## config.mk

```make
export PLATFORM = sky130hd
export DESIGN_NAME = bhj_bucket_mod
export DESIGN_NICKNAME = d
export VERILOG_FILES = /design/src/rtl/core/bhj_bucket_mod.sv
export SDC_FILE = /design/constraint.sdc
export NUM_CORES = 1
export LEC_CHECK = 0
export BUFFER_PORTS_ARGS = -buffer_cell sky130_fd_sc_hd__buf_2
export CAP_MARGIN = 20
export CORE_AREA = 10 10 47 49
export CTS_BUF_LIST = sky130_fd_sc_hd__clkbuf_2 sky130_fd_sc_hd__clkbuf_4 sky130_fd_sc_hd__clkbuf_8
export DETAILED_ROUTE_END_ITERATION = 10
export DIE_AREA = 0 0 57 59
export GPL_TIMING_DRIVEN = 0
export PLACE_DENSITY = 0.65
export SLEW_MARGIN = 15
export SYNTH_ARGS = -nofsm -noshare
export SYNTH_HDL_FRONTEND = slang
export SYNTH_SLANG_ARGS = --single-unit
```

## constraint.sdc

```tcl
create_clock -name clk -period 0.8 [get_ports clk]
set_input_delay 0.2 -clock clk [delete_from_list [all_inputs] [get_ports clk]]
set_output_delay 0.2 -clock clk [all_outputs]
set_load 0.01 [all_outputs]
```

## src/rtl/core/bhj_bucket_mod.sv

```systemverilog
module bhj_bucket_mod #(
  parameter int BUCKET_COUNT = 256
) (
  input  logic                            clk,
  input  logic                            rst,
  input  logic                            start,
  input  logic [31:0]                     value,
  output logic                            done,
  output logic [$clog2(BUCKET_COUNT)-1:0] bucket
);

  localparam int BW = $clog2(BUCKET_COUNT);

  if ((BUCKET_COUNT & (BUCKET_COUNT - 1)) == 0) begin : g_mask
    // A power-of-two count reduces to the low bits of the value.
    logic [BW-1:0] bucket_r;
    logic          done_r;

    always_ff @(posedge clk) begin
      if (rst) begin
        done_r <= 1'b0;
      end else begin
        done_r <= start;
      end
    end

    always_ff @(posedge clk) begin
      if (start) begin
        bucket_r <= value[BW-1:0];
      end
    end

    assign done   = done_r;
    assign bucket = bucket_r;
  end else begin : g_iter
    // Restoring reduction, four value bits per cycle over all 32 value bits.
    localparam int RW = BW + 1;

    logic [RW-1:0] rem;
    logic [RW-1:0] rem_next;
    logic [31:0]   shreg;
    logic [2:0]    cnt;
    logic          busy;
    logic          done_r;

    always_comb begin
      rem_next = rem;
      for (int k = 0; k < 4; k++) begin
        rem_next = {rem_next[RW-2:0], shreg[31-k]};
        if (rem_next >= RW'(BUCKET_COUNT)) begin
          rem_next = rem_next - RW'(BUCKET_COUNT);
        end
      end
    end

    always_ff @(posedge clk) begin
      if (rst) begin
        busy   <= 1'b0;
        done_r <= 1'b0;
        cnt    <= '0;
      end else begin
        done_r <= 1'b0;
        if (start) begin
          busy <= 1'b1;
          cnt  <= '0;
        end else if (busy) begin
          cnt <= cnt + 3'd1;
          if (cnt == 3'd7) begin
            busy   <= 1'b0;
            done_r <= 1'b1;
          end
        end
      end
    end

    always_ff @(posedge clk) begin
      if (start) begin
        shreg <= value;
        rem   <= '0;
      end else if (busy) begin
        shreg <= {shreg[27:0], 4'd0};
        rem   <= rem_next;
      end
    end

    assign done   = done_r;
    assign bucket = rem[BW-1:0];
  end

endmodule

```

=== After elaboration in Yosys (flattened, before gate mapping) ===
Index checks and enable logic that the tools add are counted.

* Bits in registers: 9
* Bits of input ports: 35
* Output and inout port bits: 9
* Logic and storage cells: 2

=== Longest topological paths before layout ===
* Depth in word-level cells: 0
* Depth in mapped cells: 1
* Gate-level depth less buffers: 1

=== Least setup slack after synthesis ===
No wires, ideal clock.

* Path type: flip-flop to output port
* Start point: register g_mask.bucket_r[0], in the netlist bucket[0]
* End point: output port bucket[0]
* Data arrival time: 0.394 ns
* Data required time: 0.600 ns
* Path slack: 0.206 ns
* Stages on the path, launching flop included: 1
* Path buffers: 0
* Cell sequence: edfxtp_1

{| class="wikitable"
|+ RTL lines
! element !! line !! text
|-
| from (decl) || 16 || <nowiki>logic [BW-1:0] bucket_r;</nowiki>
|-
| from (signal assigned) || 29 || <nowiki>bucket_r <= value[BW-1:0];</nowiki>
|-
| to (decl) || 9 || <nowiki>output logic [$clog2(BUCKET_COUNT)-1:0] bucket</nowiki>
|}

No word-level cell between the ends.

=== Worst setup path in the final report ===
* Start point: register g_mask.bucket_r[6], in the netlist bucket[6]
* End point: output port bucket[6]

No word-level cell between the ends.

==> flow_summary.yaml <==
synthesis:
  syn-num-nets: 45
  ys_types: 3
  yosysTopAreaCellShare_pct: 87.7
  yosys.area.top_type: "edfxtp_1"
  synth_area_um2: 274
  synth_seq_area_share_pct: 95.0
  syn_inst: 10
  avgSynthCellArea_um2: 27.4
  synth-seq-cells: 9
  yosysWarningCount: 0
  synthTopCellsByArea: "edfxtp_1 88%, dfxtp_1 7.3%, nor2b_4 5.0%"
drt:
  drt_wl_total_um: 657
  first_iter_violations: 8
  wl_per_cell_um: 13.4
  first_pass_iters: 2
  drc: 0
  drtAntennaViolNets: 0
  dr_total_vias: 171
  routed_via_density: 3.49
clock_network:
  clockBufferDepth: 2
  clkSinkCount: 9
  hold_buffers: 0
  cts_htree_levels: 1
  cts.root.buffer_cell: "clkbuf_4"
  cts_tree: "built"
  numCtsBuffers: 3
  clk_pin_slew_ns: 0.06
sta:
  finalWorstSetupSlack_ns: -0.180
  grt_setup_unrepaired: "true"
  final-hold-violation-count: 0
  post-route-period-util_pct: 123
  fin_crit_ns: 0.980
  setup_viol: 9
  setup_tns_ns: -1.32
  relSlewSlack_pct: 87.8
  tightest_slew_ns: 0.183
  slew_viol_final: 0
  max_freq_mhz: 1020
die:
  die_y_um: 59
  ios: 44
  rows: 14
  die-area_um2: 3360
  die_w_um: 57
  core-area_um2: 1400
  initial_utilization_pct: 19.6
place:
  numPortBuffers: 19
  pre_cts_ws_ns: 0.0809
  finalWeightedCongestion: 0.691
global_route:
  track_usage_pct: 4.01
  grt_pass1_wl_um: 924
  antenna_found_initial: 0
  grt.overflow.total: 0
  grt_max_degree: 10
  grt_pass1_vias: 189
critical_path:
  crit_path_start_kind: "register"
  max_stage_delay_ns: 0.38
  crit_family: "flip-flops"
  crit_buf_inv: 1
  worstPathRequired_ns: 0.60
  worstPathArrival_ns: 0.78
  path_class: "reg2out"
  cp_max_fo: 1
  crit_chain: "buf_2"
  critPathSlowestCell: "edfxtp_1"
  setup.worst_path.end_class: "primary output"
final_layout:
  area_delta_synth_final_pct: 55.7
  fin_nets: 69
  fill_cells: 153
  drive_above_1_share_pct: 75.8
  num_antenna_cells: 0
power_and_ir_drop:
  power.total_mw: 1.02
  max-vdd-ir-drop_mv: 0.714
  p_leak_nw: 0.189
  p_per_area_nw_per_um2: 2390
outcome:
  outcome: "finished with violations"
  failed_checks: "negative setup slack"
worst_hold_path:
  hp-class: "in2reg"
flow_run:
  maxCapViolCount: 0
[synthesized netlist by cell type]
cell      count
nor2b_4       1
dfxtp_1       1
edfxtp_1      8
[cell usage in the layout, fill, tap and decap left out]
master / instances
nor2b_4: 1
edfxtp_1: 8
buf_2: 18
clkbuf_4: 4
dfxtp_2: 1
buf_6: 1
[layout make-up]
cell class | count | area (µm²) | share of cell area [%]
flip-flops and latches | 9 | 262 | 61.3
repair buffers | 19 | 101 | 23.8
well taps | 16 | 20.0 | 4.69
multi-input cells | 1 | 13.8 | 3.23
clock buffers | 4 | 30.0 | 7.04
[path summary, 6_finish.rpt]
check,cells after the start,slack (ns),end,startpoint
worst max-delay path,1,-0.18,bucket[6],bucket[6]$_DFFE_PP_
worst min-delay path,2,0.12,done$_SDFF_PP0_,rst
[through the flow]
stage / util (%) / std cells / hold WS [ns] / instance area (µm²)
6_report: 30.4 / 49 / 0.121 / 427
5_1_grt: 30.4 / 49 / 0.107 / 427
4_1_cts: 29.9 / 49 / 0.113 / 419
3_5_place_dp: 27.8 / 45 / 0.379 / 389
3_3_place_gp: 27.8 / 45 / 0.378 / 389
2_1_floorplan: - / 10 / 0.264 / 274
[state kept, by name (all words and copies together) (netlist names)]
signal  flops
done        1
bucket      8
[power by group]
group / total (mW) / switching [mW] / leakage, nW / internal, mW
Sequential: 0.560 / 0.00902 / 0.0869 / 0.551
Clock: 0.364 / 0.139 / 0.0184 / 0.225
Combinational: 0.0961 / 0.0498 / 0.0842 / 0.0463
Total: 1.02 / 0.198 / 0.189 / 0.822
[timing repair]
action | 4_1_cts | 5_1_grt
resized for setup | 0 | 2
endpoints found under the setup margin | 9 | 9
setup buffers | 0 | 0
[kinds of logic after synthesis]
kind of cell	count (synthesis)	share of synthesized area [%]
flip-flops	9	95.0
AND/OR/NAND/NOR	1	5.02
[per-layer routing]
layer | part of all wire (%) | GRT usage, % | up-vias
met5 | 0 | 0 | -
met4 | 0 | 5.03 | 0
met3 | 15 | 3.00 | 0
met2 | 20 | 2.02 | 20
met1 | 65 | 6.08 | 68
li1 | - | - | 83
(Power assumes the default switching activity.)
