`src/rtl/core/bhj_pkg.sv`:
```
package bhj_pkg;

  // Command codes carried in the command field of an input transfer.
  typedef enum logic [1:0] {
    CMD_CLEAR  = 2'd0,
    CMD_INSERT = 2'd1,
    CMD_PROBE  = 2'd2
  } command_t;

  // Status codes carried in the status field of a result transfer.
  typedef enum logic [1:0] {
    STAT_DONE  = 2'd0,
    STAT_DROP  = 2'd1,
    STAT_MATCH = 2'd2,
    STAT_NONE  = 2'd3
  } status_t;

  // Sequencer states of the top level.
  typedef enum logic [2:0] {
    S_SWEEP,
    S_IDLE,
    S_HASH,
    S_EXEC,
    S_PROBE,
    S_FINISH
  } state_t;

  // Access request to the bucket fill store.
  typedef struct packed {
    logic rd;
    logic wr;
    logic sweep;
  } fill_ctrl_t;

  // Access request to the slot store.
  typedef struct packed {
    logic rd;
    logic wr;
  } slot_ctrl_t;

endpackage

```
`src/rtl/core/bhj_fill_store.sv`:
```
module bhj_fill_store #(
  parameter int DEPTH  = 256,
  parameter int DATA_W = 5
) (
  input  logic                     clk,
  input  logic                     rst,
  input  bhj_pkg::fill_ctrl_t      ctrl,
  input  logic [$clog2(DEPTH)-1:0] addr,
  input  logic [DATA_W-1:0]        wr_data,
  output logic [DATA_W-1:0]        rd_data,
  output logic                     busy
);

  localparam int AW = $clog2(DEPTH);

  logic [DATA_W-1:0] mem [DEPTH];
  logic [AW-1:0]     cnt;

  // The clearing pass owns the write side of the port while it runs and writes zero one entry per cycle.
  always_ff @(posedge clk) begin
    if (rst) begin
      busy <= 1'b1;
      cnt  <= '0;
    end else if (ctrl.sweep) begin
      busy <= 1'b1;
      cnt  <= '0;
    end else if (busy) begin
      cnt <= cnt + AW'(1);
      if (cnt == AW'(DEPTH - 1)) begin
        busy <= 1'b0;
      end
    end
  end

  always_ff @(posedge clk) begin
    if (busy) begin
      mem[cnt] <= '0;
    end else if (ctrl.wr) begin
      mem[addr] <= wr_data;
    end
    if (ctrl.rd) begin
      rd_data <= mem[addr];
    end
  end

endmodule

```
`config.mk`:
```
export PLATFORM = sky130hd
export DESIGN_NAME = bhj_fill_store
export DESIGN_NICKNAME = d
export VERILOG_FILES = /design/src/rtl/core/bhj_pkg.sv /design/src/rtl/core/bhj_fill_store.sv
export SDC_FILE = /design/constraint.sdc
export NUM_CORES = 1
export LEC_CHECK = 0
export BUFFER_PORTS_ARGS = -buffer_cell sky130_fd_sc_hd__clkbuf_2
export CAP_MARGIN = 40
export CORE_UTILIZATION = 51
export CTS_BUF_LIST = sky130_fd_sc_hd__clkbuf_8
export CTS_CLUSTER_DIAMETER = 120
export DETAILED_ROUTE_END_ITERATION = 8
export HOLD_SLACK_MARGIN = 0.05
export PLACE_DENSITY_LB_ADDON = 0.15
export SLEW_MARGIN = 20
export SYNTH_ARGS = -nofsm -noshare
export SYNTH_HDL_FRONTEND = slang
export SYNTH_SLANG_ARGS = --single-unit
```
`constraint.sdc`:
```
create_clock -name clk -period 6.75 [get_ports clk]
set_input_delay 1.35 -clock clk [delete_from_list [all_inputs] [get_ports clk]]
set_output_delay 1.35 -clock clk [all_outputs]
set_load 0.05 [all_outputs]
```
# After elaboration in Yosys (flattened, before gate mapping)
# Memory sizes are Yosys's and may differ from the RTL's. A register that Yosys moved wholly into a read port is not among the register bits.
# Cells that the tools add are included.
# op_classes
bitwise_logic,0
magnitude_cmp,0
n_eq_ne,1
shift,0
n_mul,0
div_mod_pow,0
muxes,10
addsub,1
n_reduce_logical,2
# op_table
operator,count
$add 8x1->8 const B,1
$eq 8x8->1 const B,1
$mux 1,8
$mux 8,1
$mux 5,1
$reduce_or 5->1,1
$reduce_or 2->1,1
# word_totals
input_bits,18
mem_count,1
latch_bits,0
out_inout_bits,6
mem_bits_ro,0
regBits,9
ramBits,1280
elab_cells,17
# mem_list
name,depth,word_bits,rd,rd_clocked_by_memory_dff,write_ports,line,text
mem,256,5,1,1,1,bhj_fill_store.sv:16,logic [DATA_W-1:0] mem [DEPTH];

# Logic depth before layout (Yosys ltp)
# logic_depth
word_depth,5
depth_mapped,12
ltp_nobuf,7

# Worst setup path after synthesis
# No wires, ideal clock.
# synth_path
kind,in2reg
startpoint,in ctrl[1] (netlist name)
endpoint,mem mem[0][0] (data pin)
setup_ns,0.868
path_slack_ns,0.613
n_path_buf,2
t_required_ns,5.882
path_stages,4
arrival_time_ns,5.268
path_cell_list,nor2b_1 -> clkbuf_1 -> clkbuf_1 -> and2_1
# synth_between
elab_chain_cells,5
# synth_rtl
element,line,text
from (decl),bhj_fill_store.sv:7,"input bhj_pkg::fill_ctrl_t ctrl,"
$mux 1,bhj_fill_store.sv:38,end else if (ctrl.wr) begin
$mux 1,bhj_fill_store.sv:36,if (busy) begin
$mux 1 (implied by the code),bhj_fill_store.sv:39,mem[addr] <= wr_data;
$reduce_or 5->1 (no source line),--,
$mux 5 (no source line),--,
to (decl),bhj_fill_store.sv:16,
# Every way passes these cells.

==> flow_summary.json <==
{
  "synth_ff_type": "edfxtp_1",
  "yosysSeqAreaShare_pct": 75.9,
  "r2r_cells": 6,
  "syn_area_um2": 51100,
  "cts_setup_buffers": 0,
  "clkSlewWorstSetupHoldPaths_ns": 0.06,
  "clock-sinks": 1294,
  "total_leakage_power_nw": 16.8,
  "area_growth_pct": 10.6,
  "wl_mm": 123,
  "ant_nets": 0,
  "skew_ns": 0.0378,
  "wire_per_inst_um": 29.3,
  "nFillCells": 7313,
  "finalSetupViolations": 0,
  "postCtsHoldBufs": 0,
  "clk_latency_ns": 0.89,
  "finalNetCount": 2768,
  "first_pass_iters": 6,
  "tns_ns": 0,
  "critPathRequiredTime_ns": 7.38,
  "grt_use_total_pct": 24.6,
  "ys_ff_latch": 1294,
  "ys_warn_count": 0,
  "fin_area_um2": 56500,
  "netlist_instances": 2617,
  "rows": 115,
  "cts_buffers": 201,
  "cts.repair.resized": 0,
  "drc": 0,
  "coreArea_um2": 98900,
  "arrival_ns": 4.95,
  "clockBufferDepth": 3,
  "whs_ns": 0.585,
  "max-vdd-ir-drop_v": 0.000182,
  "timing.final.hold_violations": 0,
  "drt_iter0_drc": 3181,
  "fp.dieArea_um2": 101000,
  "port_buffers": 23,
  "vias": 26100,
  "reg2reg_slack_ns": 2.86,
  "grt_pass1_vias": 26600,
  "drive_gt1_share_pct": 21.3,
  "die-height_um": 319,
  "min_period_ns": 4.32,
  "root_buffer": "clkbuf_8",
  "yosys.area.top_type": "edfxtp_1",
  "gp_congestion": 0.847,
  "cts_tree": "yes",
  "avgSynthCellArea_um2": 19.5,
  "synth_top_area_share_pct": 75.5,
  "crit_path_start_kind": "input pin",
  "tightest_slew_ns": 1.09,
  "end_kind": "flip-flop",
  "critPathCapture": "rd_data[4]",
  "grt_max_degree": 225,
  "yosysMostFrequentCell": "edfxtp_1",
  "ioPinCount": 24,
  "synth-edff-count": 1285,
  "worstReg2RegEnd": "mem[99][0]",
  "die_x_um": 319,
  "hold_class": "reg2reg",
  "synthesis.nets": 2636,
  "period_share_pct": 64.0,
  "via_per_inst": 6.23,
  "yosys-top-cells-count": "1285 x edfxtp_1, 281 x nor2_1, 264 x mux4_2",
  "startpoint": "addr[0]",
  "ys_async_sr_fraction_pct": 0,
  "synth.area.top_cells": "edfxtp_1 76%, mux4_2 12%, mux2i_1 3.2%",
  "slew_viol_final": 0,
  "hpwl_mm": 76.1,
  "rsz0062_at_grt": "no",
  "cp_max_fo": 70,
  "start_util_pct": 51.7,
  "slew_headroom_pct": 27.2,
  "fmax_mhz": 232,
  "drv_cap": 0,
  "place_area_um2": 52700,
  "grt_pass1_wl_mm": 181,
  "synth_cell_types": 45,
  "overflow": 0,
  "antenna_found_initial": 6,
  "path_class": "in2reg",
  "status": "completed",
  "reg2reg_from": "busy",
  "cellPowerDensity_nw_per_um2": 275,
  "htreeDepth": 4
}
## flip-flops by register name, indices dropped and copies added, names as in the netlist
register / cells
mem: 1280
cnt: 8
rd_data: 5
busy: 1
## critical path, cell delays in order
cell and delay, ns:
buf_8 0.55, buf_4 0.73, mux2i_1 0.41, o221ai_1 0.20, o22ai_1 0.23, a211oi_1 0.07
a21oi_1 0.49, a22oi_1 0.30, or3_1 0.41
## stage by stage
stage               setup slack (ns)  utilization (%)  power (mW)  std cells
floorplan                      0.613                -        9.29       2617
global placement                1.41             53.1        9.47       3816
detailed placement              1.55             53.3        9.48       3829
CTS                             2.54             57.1        15.6       4186
global route                    2.31             57.2        16.0       4193
finish                          2.43             57.2        15.5       4193
## cells in the final DEF (no fill, tap or decap), drive strengths merged, types with 4 or more instances in the layout
| cell type | Yosys | layout |
|---|---|---|
| edfxtp | 1285 | 1285 |
| nor2 | 281 | 281 |
| mux4 | 264 | 264 |
| clkbuf | 67 | 226 |
| mux2i | 165 | 165 |
| nand2 | 95 | 95 |
| inv | 3 | 77 |
| buf | 95 | 72 |
| clkinv | 0 | 65 |
| o221ai | 58 | 58 |
| o22ai | 48 | 48 |
| a21oi | 34 | 34 |
| nand3 | 30 | 30 |
| o21ai | 19 | 19 |
| a211oi | 17 | 17 |
| a22oi | 17 | 17 |
| nor3 | 16 | 16 |
| nand3b | 14 | 14 |
| a22o | 12 | 12 |
| a221oi | 10 | 10 |
| o211ai | 10 | 10 |
| dfxtp | 9 | 9 |
| bufinv | 0 | 9 |
| or3 | 8 | 8 |
| mux2 | 7 | 7 |
| nand2b | 7 | 7 |
| and2 | 7 | 7 |
| nor2b | 6 | 6 |
| o2111ai | 6 | 6 |
| or2 | 4 | 4 |
## cells by family after synthesis
| family | after synthesis | share of synthesized area, % |
|---|---|---|
| flops | 1294 | 75.9 |
| buf+inv | 165 | 1.68 |
| mux | 436 | 15.0 |
| simple gates | 476 | 3.92 |
| fa+ha+maj | 1 | 0.0245 |
| xor+xnor | 4 | 0.0686 |
| compound gates | 241 | 3.39 |
## final cells by class
class | count | area, um2 | share of cell area [%]
repair buffers | 91 | 855 | 1.51
clock buffers | 207 | 2850 | 5.04
multi-input cells | 1158 | 11500 | 20.3
clock inverters | 150 | 935 | 1.65
inverters | 3 | 11.3 | 0.0199
flip-flops and latches | 1294 | 38800 | 68.6
diodes | 3 | 7.51 | 0.0133
well taps | 1287 | 1610 | 2.85
## report_power, final
group	total, mW	leakage [nW]	internal, mW	switching [mW]
Sequential	8.72	10.6	8.71	0.00883
Clock	6.23	2.17	3.20	3.03
Combinational	0.596	4.04	0.238	0.358
## how the worst min path moves through the flow
stage / startpoint / end / slack, ns / cells after the start
floorplan: cnt[5] / cnt[5] / 0.51 / 2
global placement: cnt[5] / cnt[5] / 0.55 / 2
detailed placement: cnt[5] / cnt[5] / 0.56 / 2
CTS: cnt[5] / cnt[5] / 0.57 / 2
global route: cnt[7] / cnt[7] / 0.62 / 2
finish: cnt[5] / cnt[5] / 0.58 / 2
## metal layers
metal	share of wire [%]	GRT usage, %	vias to the layer above
met1	42	35.5	13700
met5	0.0073	0	-
met4	2.3	7.63	2
met2	48	38.2	1162
li1	-	-	11000
met3	7.9	5.10	180
No activity file was read; power rests on OpenSTA's default activity.
